**src/hdl/rhc_pkg.sv**
```systemverilog
package rhc_pkg;

    localparam int unsigned QuoBits = 8;

    typedef struct packed {
        logic [7:0] red_in;
        logic [7:0] green_in;
        logic [7:0] blue_in;
    } pix_t;

    typedef struct packed {
        logic [8:0] hue_out;
        logic [7:0] saturation_out;
        logic [7:0] value_out;
    } hsv_t;

    typedef struct packed {
        logic [15:0] sat_rem;
        logic [7:0]  sat_div;
        logic [7:0]  sat_quo;
        logic [13:0] hue_rem;
        logic [7:0]  hue_div;
        logic [7:0]  hue_quo;
        logic [8:0]  hue_base;
        logic        hue_neg;
        logic        grey;
        logic [7:0]  value;
    } work_t;

    localparam logic [8:0] BaseRed   = 9'd0;
    localparam logic [8:0] BaseGreen = 9'd120;
    localparam logic [8:0] BaseBlue  = 9'd240;
    localparam logic [9:0] FullTurn  = 10'd360;

endpackage

```
**src/hdl/rgb_to_hsv_converter_core.sv**
```systemverilog
// Converts one 8-bit RGB word per clock into hue (0..359 degrees), saturation and value.
// Each word passes a front stage that finds the largest and smallest channels, eight
// cells that each settle one quotient bit of both divisions, and the output register
// that holds the result. The whole pipeline halts while a result waits to be taken.
module rgb_to_hsv_converter_core (
    input  logic          aclk,
    input  logic          aresetn,
    input  logic          s_valid,
    output logic          s_ready,
    input  rhc_pkg::pix_t s_data,
    output logic          m_valid,
    input  logic          m_ready,
    output rhc_pkg::hsv_t m_data
);

    localparam int unsigned Cells = rhc_pkg::QuoBits;

    logic           enable;
    logic [7:0]     r_val;
    logic [7:0]     g_val;
    logic [7:0]     b_val;
    logic [7:0]     mx;
    logic [7:0]     mn;
    logic [7:0]     delta;
    logic [8:0]     diff;
    logic [7:0]     mag;
    rhc_pkg::work_t front_next;
    rhc_pkg::work_t front_reg;
    logic           front_valid_reg;
    logic           chain_valid [Cells+1];
    rhc_pkg::work_t chain_work  [Cells+1];
    rhc_pkg::work_t tail;
    logic [9:0]     hue_sum;
    logic [9:0]     hue_wrap;
    rhc_pkg::hsv_t  out_next;
    rhc_pkg::hsv_t  out_reg;
    logic           out_valid_reg;

    assign enable  = m_ready || !out_valid_reg;
    assign s_ready = enable;

    always_comb begin
        r_val = s_data.red_in;
        g_val = s_data.green_in;
        b_val = s_data.blue_in;
        mx = (r_val > g_val) ? ((r_val > b_val) ? r_val : b_val)
                             : ((g_val > b_val) ? g_val : b_val);
        mn = (r_val < g_val) ? ((r_val < b_val) ? r_val : b_val)
                             : ((g_val < b_val) ? g_val : b_val);
        delta = mx - mn;
        front_next = '0;
        if (mx == r_val) begin
            diff = {1'b0, g_val} - {1'b0, b_val};
            front_next.hue_base = rhc_pkg::BaseRed;
        end else if (mx == g_val) begin
            diff = {1'b0, b_val} - {1'b0, r_val};
            front_next.hue_base = rhc_pkg::BaseGreen;
        end else begin
            diff = {1'b0, r_val} - {1'b0, g_val};
            front_next.hue_base = rhc_pkg::BaseBlue;
        end
        mag = diff[8] ? 8'(-diff) : diff[7:0];
        front_next.hue_neg = diff[8];
        front_next.sat_rem = {delta, 8'h00} - {8'h00, delta};
        front_next.sat_div = mx;
        front_next.hue_rem = {mag, 6'b000000} - {4'h0, mag, 2'b00};
        front_next.hue_div = delta;
        front_next.grey    = (delta == 8'd0);
        front_next.value   = mx;
    end

    always_ff @(posedge aclk) begin
        if (!aresetn) begin
            front_valid_reg <= 1'b0;
        end else if (enable) begin
            front_valid_reg <= s_valid;
        end
    end

    always_ff @(posedge aclk) begin
        if (enable) begin
            front_reg <= front_next;
        end
    end

    assign chain_valid[0] = front_valid_reg;
    assign chain_work[0]  = front_reg;

    for (genvar i = 0; i < Cells; i++) begin : g_cell
        rhc_div_cell #(
            .BIT(Cells - 1 - i)
        ) u_cell (
            .aclk     (aclk),
            .aresetn  (aresetn),
            .enable   (enable),
            .valid_in (chain_valid[i]),
            .work_in  (chain_work[i]),
            .valid_out(chain_valid[i+1]),
            .work_out (chain_work[i+1])
        );
    end

    always_comb begin
        tail     = chain_work[Cells];
        hue_sum  = tail.hue_neg ? ({1'b0, tail.hue_base} - {2'b00, tail.hue_quo})
                                : ({1'b0, tail.hue_base} + {2'b00, tail.hue_quo});
        hue_wrap = hue_sum[9] ? (hue_sum + rhc_pkg::FullTurn) : hue_sum;
        out_next.value_out = tail.value;
        if (tail.grey) begin
            out_next.hue_out        = 9'd0;
            out_next.saturation_out = 8'd0;
        end else begin
            out_next.hue_out        = hue_wrap[8:0];
            out_next.saturation_out = tail.sat_quo;
        end
    end

    always_ff @(posedge aclk) begin
        if (!aresetn) begin
            out_valid_reg <= 1'b0;
        end else if (enable) begin
            out_valid_reg <= chain_valid[Cells];
        end
    end

    always_ff @(posedge aclk) begin
        if (enable) begin
            out_reg <= out_next;
        end
    end

    assign m_valid = out_valid_reg;
    assign m_data  = out_reg;

endmodule

```
**src/hdl/rhc_div_cell.sv**
```systemverilog
module rhc_div_cell #(
    parameter int unsigned BIT = 7
) (
    input  logic          aclk,
    input  logic          aresetn,
    input  logic          enable,
    input  logic          valid_in,
    input  rhc_pkg::work_t work_in,
    output logic          valid_out,
    output rhc_pkg::work_t work_out
);

    logic           valid_reg;
    logic           valid_next;
    rhc_pkg::work_t work_reg;
    rhc_pkg::work_t work_next;
    logic [15:0]    sat_trial;
    logic [15:0]    hue_trial;
    logic [15:0]    hue_rem_wide;
    logic [15:0]    hue_rem_diff;

    always_comb begin
        sat_trial    = 16'(work_in.sat_div) << BIT;
        hue_trial    = 16'(work_in.hue_div) << BIT;
        hue_rem_wide = {2'b00, work_in.hue_rem};
        hue_rem_diff = hue_rem_wide - hue_trial;
        work_next    = work_in;
        valid_next   = valid_in;
        if (work_in.sat_rem >= sat_trial) begin
            work_next.sat_rem      = work_in.sat_rem - sat_trial;
            work_next.sat_quo[BIT] = 1'b1;
        end
        if (hue_rem_wide >= hue_trial) begin
            work_next.hue_rem      = hue_rem_diff[13:0];
            work_next.hue_quo[BIT] = 1'b1;
        end
    end

    always_ff @(posedge aclk) begin
        if (!aresetn) begin
            valid_reg <= 1'b0;
        end else if (enable) begin
            valid_reg <= valid_next;
        end
    end

    always_ff @(posedge aclk) begin
        if (enable) begin
            work_reg <= work_next;
        end
    end

    assign valid_out = valid_reg;
    assign work_out  = work_reg;

endmodule

```
**config.mk**
```make
export PLATFORM = sky130hd
export DESIGN_NAME = rgb_to_hsv_converter_core
export DESIGN_NICKNAME = d
export VERILOG_FILES = /design/src/hdl/rhc_pkg.sv /design/src/hdl/rgb_to_hsv_converter_core.sv /design/src/hdl/rhc_div_cell.sv
export SDC_FILE = /design/constraint.sdc
export NUM_CORES = 1
export LEC_CHECK = 0
export BUFFER_PORTS_ARGS = -buffer_cell sky130_fd_sc_hd__buf_4
export CORE_MARGIN = 5
export CORE_UTILIZATION = 60
export CTS_CLUSTER_DIAMETER = 150
export DETAILED_ROUTE_END_ITERATION = 8
export PLACE_DENSITY = 0.77
export SLEW_MARGIN = 20
export SYNTH_ARGS = -nofsm -noshare
export SYNTH_HDL_FRONTEND = slang
export SYNTH_SLANG_ARGS = --single-unit
```
**constraint.sdc**
```tcl
create_clock -name aclk -period 28.3 [get_ports aclk]
set_clock_uncertainty 0.15 [all_clocks]
set_input_delay 1.415 -clock aclk [delete_from_list [all_inputs] [get_ports aclk]]
set_output_delay 1.415 -clock aclk [all_outputs]
set_load 0.01 [all_outputs]
```
**After elaboration in Yosys (flattened, before gate mapping)**

Index checks and enable logic that the tools add are counted.
Widths: inputs -> output; s select.

- Flip-flop bits (word level): 582
- Logic and storage cells: 180
- Bits of input ports: 28
- Output and inout port bits: 27

- Equality and inequality tests: 2
- Magnitude comparators: 22
- Reductions and logical operators: 3
- Add/subtract/negate cells: 24
- Mux-type cells: 26

Operators with widths:

| operator | count |
|---|---|
| $mux 16 | 7 |
| $mux 14 | 7 |
| $mux 8 | 8 |
| $sub 14x10->14 | 2 |
| $sub 14x14->14 | 2 |
| $mux 9 | 3 |
| $sub 8x8->9 | 3 |
| $gt 8x8->1 | 3 |
| $lt 8x8->1 | 3 |
| $eq 8x8->1 | 2 |
| $ge 16x10->1 | 1 |
| $ge 16x11->1 | 1 |
| $ge 16x12->1 | 1 |
| $ge 16x13->1 | 1 |
| $ge 16x14->1 | 1 |
| $ge 16x15->1 | 1 |
| $ge 16x8->1 | 1 |
| $ge 16x9->1 | 1 |
| $sub 16x10->16 | 1 |
| $sub 16x11->16 | 1 |
| $sub 16x12->16 | 1 |
| $sub 16x13->16 | 1 |
| $sub 16x14->16 | 1 |
| $sub 16x15->16 | 1 |
| other kinds (23) | 23 |

**Depth between registers and ports, before layout**

Gate-level depths: netlist (run 1).

- Depth after elaboration: 9
- Mapped depth: 23

**Hierarchy**

Synthesis (run 1) repeated with hierarchy kept, for this count alone.

- Cell total of the unflattened synthesis: 2644
- Area total of the unflattened synthesis: 35686.7 µm²

Modules (own cells, without submodules):

| module | cells an instance | seq. area each (µm²) | area an instance (µm²) | times used |
|---|---|---|---|---|
| rgb_to_hsv_converter_core | 656 | 2232.1 | 6323.6 | 1 |
| rhc_div_cell at g_cell[7].u_cell | 272 | 2452.4 | 3861.2 | 1 |
| rhc_div_cell at g_cell[5].u_cell | 280 | 2452.4 | 3803.6 | 1 |
| rhc_div_cell at g_cell[6].u_cell | 264 | 2452.4 | 3797.4 | 1 |
| rhc_div_cell at g_cell[4].u_cell | 240 | 2452.4 | 3657.3 | 1 |
| rhc_div_cell at g_cell[3].u_cell | 252 | 2452.4 | 3629.7 | 1 |
| rhc_div_cell at g_cell[2].u_cell | 232 | 2452.4 | 3584.7 | 1 |
| rhc_div_cell at g_cell[1].u_cell | 236 | 2452.4 | 3529.6 | 1 |
| rhc_div_cell at g_cell[0].u_cell | 212 | 2452.4 | 3499.6 | 1 |

**Least setup slack after synthesis (run 1)**

OpenSTA, ideal clock, no wires.

- Path type: input to register
- Start: input m_ready
- End: register front_reg (netlist bit chain_work[648]) (enable)
- Cell stages on the path: 2
- Slack: 13.523 ns
- Arrival: 10.630 ns
- Data required time: 24.153 ns
- Buffers on the path: 0
- Path through: nor2b_1 -> clkinv_1

- Word-level cells in the longest chain between the ends: 1

RTL lines:

| what | line | source |
|---|---|---|
| start: declaration | rgb_to_hsv_converter_core.sv:12 | `input logic m_ready,` |
| $logic_or 1x1->1 | rgb_to_hsv_converter_core.sv:39 | `assign enable = m_ready \|\| !out_valid_reg;` |
| via s_ready | rgb_to_hsv_converter_core.sv:9 | `output logic s_ready,` |
| end signal: assignment | rgb_to_hsv_converter_core.sv:82 | `front_reg <= front_next;` |
| end: declaration | rgb_to_hsv_converter_core.sv:28 | `rhc_pkg::work_t front_reg;` |

The timed path passes the listed nets, and every way through them passes these cells.
A chain may end at the register's enable or synchronous reset.

==> results of run 1 <==
[final cells by class]
cell class                 count  area [sq um]
sequential                   505         15100
fill                        3048         14300
multi-input combinational   1369         10000
clock buffer                  69          1370
inverter                     231           877
tap                          585           732
timing repair buffer          61           472
clock inverter                24           234
[path summary, 6_finish.rpt]
check                                     startpoint                                      end  slack [ns]
max                                        s_data[5]                chain_work[693]$_DFFE_PP_       21.97
min reg2reg  g_cell[3].u_cell.work_out[17]$_DFFE_PP_  g_cell[4].u_cell.work_out[17]$_DFFE_PP_        0.26
max reg2reg                     m_valid$_SDFFE_PN0P_                 m_data[17]$_SDFFCE_PP0P_       23.70
min          g_cell[3].u_cell.work_out[17]$_DFFE_PP_  g_cell[4].u_cell.work_out[17]$_DFFE_PP_        0.26
[report_power, final]
group	internal [mW]	switching, mW
combinational	0.693	0.827
clock	0.374	0.265
sequential	1.28	0.170
[through the flow]
stage,util [%],hold slack (ns),setup slack [ns],power [mW]
CTS,66.7,0.259,21.93,3.62
global route,66.7,0.273,21.67,3.88
detailed placement,63.0,0.255,21.31,2.96
finish,66.7,0.263,21.97,3.61
floorplan,-,0.250,13.52,2.59
global placement,63.0,0.250,21.45,2.88
[synthesized netlist by cell type (7+ instances only)]
library cell / number / area share, %
a21o_1: 95 / 2.7
o21bai_1: 8 / 0.23
nor2b_1: 47 / 1.1
nor3_1: 27 / 0.52
a31oi_1: 7 / 0.17
mux2_2: 8 / 0.35
or3_1: 8 / 0.19
clkbuf_1: 24 / 0.35
a21boi_0: 12 / 0.35
o21ai_0: 86 / 1.7
ha_1: 175 / 8.4
nor4_1: 22 / 0.53
a21oi_1: 167 / 3.2
nand3_1: 20 / 0.38
and2_1: 7 / 0.17
nand2b_1: 44 / 1.1
xor2_1: 70 / 2.4
edfxtp_1: 495 / 57
nor2_1: 155 / 2.2
xnor2_1: 111 / 3.7
or4_1: 9 / 0.26
o22ai_1: 9 / 0.22
a211oi_1: 15 / 0.43
o31ai_1: 9 / 0.26
dfxtp_1: 10 / 0.77
nand2_1: 91 / 1.3
nand4_1: 22 / 0.53
mux2i_1: 13 / 0.50
o21a_1: 11 / 0.32
fa_1: 19 / 1.5
o22a_1: 7 / 0.24
inv_1: 225 / 3.2
[logic make-up after synthesis]
logic type | count (synthesis)
mux | 22
fa+ha+maj | 194
compound gates | 485
simple gates | 485
buf+inv | 263
flops | 505
xor+xnor | 183
[layer usage]
layer  part of all wire [%]  wire, um  vias to the layer above
li1                       -         -                     7926
met1                     41     19400                     7548
met2                     53     25300                      320
met3                    4.0      1890                       71
met4                    2.1       979                        0
met5                      0         0                        -
[layout by cell type, fill, tap and decap left out, types with 27 or more instances in the layout]
cell / count
xor2_1: 70
xnor2_1: 111
a21o_1: 95
nor2b_1: 47
clkbuf_16: 52
o21ai_0: 86
buf_4: 58
a21oi_1: 167
inv_1: 225
nor3_1: 27
nand2_1: 91
nand2b_1: 44
edfxtp_1: 495
nor2_1: 155
ha_1: 175
[critical path, delay by kind of cell]
family,cells,cell delay [ns]
AO/OA/AOI/OAI,8,2.13
multiplexers,2,0.48
buffers and inverters,4,0.61
adder cells (fa/ha/maj),3,1.09
AND/OR/NAND/NOR,3,0.77
==> flow_metrics.py, run 1 <==
metrics = {
    "layout": {
        "largest_reg_flops": 422,
        "final_layout_size_suffix_gt1_share_pct": 7.44,
        "fin_nets": 2440,
        "layout.cells.non_filler": 2844,
        "area_growth_pct": 10.3,
        "antenna_cells": 0,
        "stdcell_area_sq_um": 28800,
    },
    "power": {
        "cellPowerDensity_nw_per_um2": 125,
        "ir_drop_uv": 51.7,
        "leakagePower_nw": 12.0,
    },
    "placed_design": {
        "dp.cells": 2751,
        "port-buffer-count": 54,
        "dp_hpwl_um": 35100,
        "place_congestion": 0.891,
        "dpl_cell_area_sq_um": 27100,
    },
    "timing": {
        "setup_tns_ns": 0,
        "finalCriticalPeriod_ns": 6.33,
        "worst_slew_pin_slew_ns": 0.996,
        "rsz0062_at_grt": "no",
        "fin_crit_sh_pct": 22.4,
        "maxSlewViolCount": 0,
        "fmax_ghz": 0.158,
        "hold_viol": 0,
        "relSlewSlack_pct": 33.6,
        "finalSetupViolCount": 0,
    },
    "yosys": {
        "synth_ff_type": "edfxtp_1",
        "synth_compound_area_share_pct": 12.1,
        "synth_top_family_by_area": "compound AO/OA/AOI/OAI gates",
        "syn_area_sq_um": 26100,
        "syn_avg_cell_area_sq_um": 12.2,
        "synth_nets": 2359,
        "synth_xor_area_share_pct": 6.20,
        "synth_edf_count": 495,
        "ys_warn_count": 0,
        "synth.distinct_cells": 84,
        "synthSimpleGateAreaFrac_pct": 9.31,
        "seq_area_frac_synth_pct": 57.8,
        "muxShareOfSynthArea_pct": 0.897,
        "synthAdderAreaFrac_pct": 9.86,
        "syn_inst": 2137,
        "async_flop_share_pct": 0,
        "yosys_register_bits": 505,
    },
    "floorplan": {
        "fp-row-count": 76,
        "core_area_sq_um": 43100,
        "die_w_um": 218,
        "die_h_um": 218,
        "io_pins": 55,
        "start_util_pct": 60.5,
        "dieArea_sq_um": 47700,
    },
    "route": {
        "ant_nets": 0,
        "avgViaCountPerCell": 5.58,
        "drc": 0,
        "drtIter0Drc": 1034,
        "wl_um": 47700,
        "wl_per_cell_um": 16.8,
        "first_pass_iters": 5,
        "num_vias": 15865,
    },
    "setup_path": {
        "required_ns": 28.47,
        "max_stage_delay_ns": 0.56,
        "worstPathArrival_ns": 6.50,
        "path_class": "input port to flop",
        "crit_chain": "buf_4, inv_1, ha_1, nand3_1, a211oi_1, o21a_1, mux2i_1, mux2_2, inv_2, nor2_1, a31oi_4, ha_1, inv_1, a311oi_1, a21oi_1, ha_1, o211ai_1, o211ai_2, a311oi_1, or4_1",
        "r2r_cells": 6,
        "slowest_stage": "a21oi_1",
        "start_kind": "input port",
        "cp-end-kind": "flop",
        "cp_common_cell": "ha_1",
        "cp_max_fo": 16,
    },
    "flow_run": {
        "cap_viol_max_count": 0,
    },
    "clock_network": {
        "post_cts_buffers": 0,
        "numCtsBuffers": 50,
        "cts.sinks": 505,
        "clockRootBuffer": "clkbuf_16",
        "worstSkewPairLatency_ns": 0.59,
        "cts_tree": "yes",
        "postCtsHoldBufs": 0,
        "htree_levels": 2,
        "clockBufferDepth": 3,
        "clk_pin_slew_ns": 0.07,
        "ctsResizeCount": 0,
    },
    "global_route": {
        "grt_use_met1_pct": 25.1,
        "busiest_layer": "met2",
        "use_met2_pct": 38.2,
        "antenna_found_initial": 0,
        "grt_util_met3_pct": 2.94,
        "grt_pass1_vias": 16228,
        "grt_max_degree": 170,
        "grt_overflow": 0,
        "grt_first_pass_wirelength_um": 79800,
        "grt_use_total_pct": 20.5,
    },
    "outcome": {
        "outcome": "completed",
    },
    "worst_hold_path": {
        "hold_class": "flop to flop",
        "hold_path_depth": 0,
    },
}
Note: power is estimated with default switching activity, not from simulation.
==> run 2, diff against run 1 <==
Clock period 28.3 ns to 6.5 ns, I/O delays scaled along.
==> run 2 against run 1 <==
  * Final cell count unchanged
  * First-iteration DRC count is 12% higher
  * Via count increased by 0.91%
  * Worst setup slack lost 21 ns
  * Register-to-register slack lost 21 ns
  * Global-route usage decreased by 0.25 points
  * Sequential power rose to 4.4 times the previous value
  * Critical path depth decreased by 1
  * Non-clock buffer count rose by 1
  * Largest power group unchanged
==> flow_metrics.py, run 2 (synthesized netlist as in run 1, its figures left out) <==
metrics = {
    "route": {
        "wl_per_cell_um": 16.7,
        "first_pass_iters": 6,
        "wl_um": 47600,
        "avgViaCountPerCell": 5.63,
        "drc": 0,
        "ant_nets": 0,
        "num_vias": 16009,
        "drtIter0Drc": 1162,
    },
    "clock_network": {
        "htree_levels": 2,
        "clockBufferDepth": 3,
        "clockRootBuffer": "clkbuf_16",
        "postCtsHoldBufs": 3,
        "cts_tree": "yes",
        "numCtsBuffers": 50,
        "clk_pin_slew_ns": 0.06,
        "cts.sinks": 505,
        "ctsResizeCount": 0,
        "post_cts_buffers": 0,
        "worstSkewPairLatency_ns": 0.59,
    },
    "timing": {
        "finalSetupViolCount": 0,
        "fin_crit_sh_pct": 78.4,
        "rsz0062_at_grt": "no",
        "relSlewSlack_pct": 26.8,
        "maxSlewViolCount": 0,
        "finalCriticalPeriod_ns": 5.09,
        "holdWs_ns": 0.0896,
        "fmax_ghz": 0.196,
        "setup_tns_ns": 0,
        "worst_slew_pin_slew_ns": 1.10,
        "timing.final.ws_setup_ns": 1.41,
        "hold_viol": 0,
    },
    "layout": {
        "fin_nets": 2441,
        "area_growth_pct": 10.7,
        "stdcell_area_sq_um": 28900,
        "final_common_cell": "edfxtp_1",
        "antenna_cells": 0,
        "final_cell_mix": "edfxtp_1 (495), inv_1 (225), ha_1 (175), a21oi_1 (167), nor2_1 (155)",
        "final_util_pct": 67.0,
        "final_layout_size_suffix_gt1_share_pct": 7.57,
        "largest_reg_flops": 422,
    },
    "power": {
        "p_int_mw": 10.3,
        "net-switching-power_mw": 5.51,
        "switching_share_pct": 34.9,
        "cellPowerDensity_nw_per_um2": 548,
        "ir_drop_uv": 266,
        "power_frac_comb_pct": 41.9,
        "leakagePower_nw": 12.1,
        "sequentialPowerShare_pct": 39.9,
        "clkPwrFrac_pct": 18.2,
    },
    "placed_design": {
        "dpl_cell_area_sq_um": 27200,
        "post-place-ws_ns": 0.895,
        "dp_hpwl_um": 34900,
        "place_congestion": 0.886,
        "port-buffer-count": 54,
    },
    "setup_path": {
        "crit_chain": "buf_4, inv_1, ha_1, a21oi_1, nor2_1, a211o_1, o21ai_2, mux2i_2, nand3_1, a31oi_4, ha_1, inv_1, a311oi_1, a21oi_1, ha_1, o211ai_1, o211ai_2, a311oi_1, or4_1",
        "cp_common_cell": "ha_1",
        "cp-end-kind": "flop",
        "cp_max_fo": 8,
        "worstPathArrival_ns": 5.26,
        "path_class": "input port to flop",
        "start_kind": "input port",
        "slowest_stage": "a21oi_1",
        "cp.buffers_inverters": 3,
        "crit_family": "compound AO/OA/AOI/OAI gates",
        "required_ns": 6.66,
        "max_stage_delay_ns": 0.55,
    },
    "global_route": {
        "grt_pass1_vias": 16446,
        "grt_use_total_pct": 20.3,
        "grt_overflow": 0,
        "antenna_found_initial": 0,
        "grt_max_degree": 203,
        "grt_first_pass_wirelength_um": 79000,
    },
    "outcome": {
        "outcome": "completed",
    },
    "floorplan": {
        "fp-row-count": 76,
        "start_util_pct": 60.5,
        "core_area_sq_um": 43100,
        "die_w_um": 218,
        "die_h_um": 218,
        "dieArea_sq_um": 47700,
        "io_pins": 55,
    },
    "worst_hold_path": {
        "hold_class": "input port to flop",
    },
    "flow_run": {
        "cap_viol_max_count": 0,
    },
}
==> run 2: cell type report <==
type	instances	area, sq um
clock buffers	62	1320
repair buffers	62	498
clock inverters	30	339
inverters	231	896
multi-input cells	1369	10000
flip-flops and latches	505	15100
fillers	3017	14200
well taps	585	732
==> run 2: worst paths after layout <==
check	start	endpoint	slack, ns	cells after the start
worst max register to register	g_cell[5].u_cell.work_out[1]$_DFFE_PP_	g_cell[6].u_cell.work_out[80]$_DFFE_PP_	2.53	14
worst min-delay path	m_ready	g_cell[0].u_cell.valid_out$_SDFFE_PN0P_	0.09	5
worst max-delay path	s_data[12]	chain_work[693]$_DFFE_PP_	1.41	19
worst min register to register	g_cell[3].u_cell.work_out[53]$_SDFFCE_PN1P_	g_cell[4].u_cell.work_out[53]$_DFFE_PP_	0.26	0
==> run 2: metrics by stage <==
step / instances / power, mW
after floorplan: 2137 / 11.3
after global placement: 2749 / 12.5
after detailed placement: 2749 / 12.9
after CTS: 2844 / 15.9
after global routing: 2844 / 17.0
final: 2844 / 15.8
==> run 2: worst min-delay path, delay by kind of cell <==
kind	cells	cell delay, ns
compound gates	1	0.06
simple gates	2	0.11
buf+inv	2	0.27
==> run 2: power groups by stage <==
stage / Clock [mW] / Combinational (mW) / Sequential, mW
detailed placement: 0 / 6.51 / 6.38
CTS: 2.93 / 6.60 / 6.32
global placement: 0 / 6.17 / 6.31
floorplan: 0 / 5.19 / 6.09
finish: 2.87 / 6.62 / 6.31
global route: 3.08 / 7.46 / 6.47
==> run 2: per-layer routing <==
layer	global-route usage, %	part of all wire, %
met4	7.66	3.6
met3	2.77	3.6
met1	23.2	39
met2	38.5	54
met5	0	0
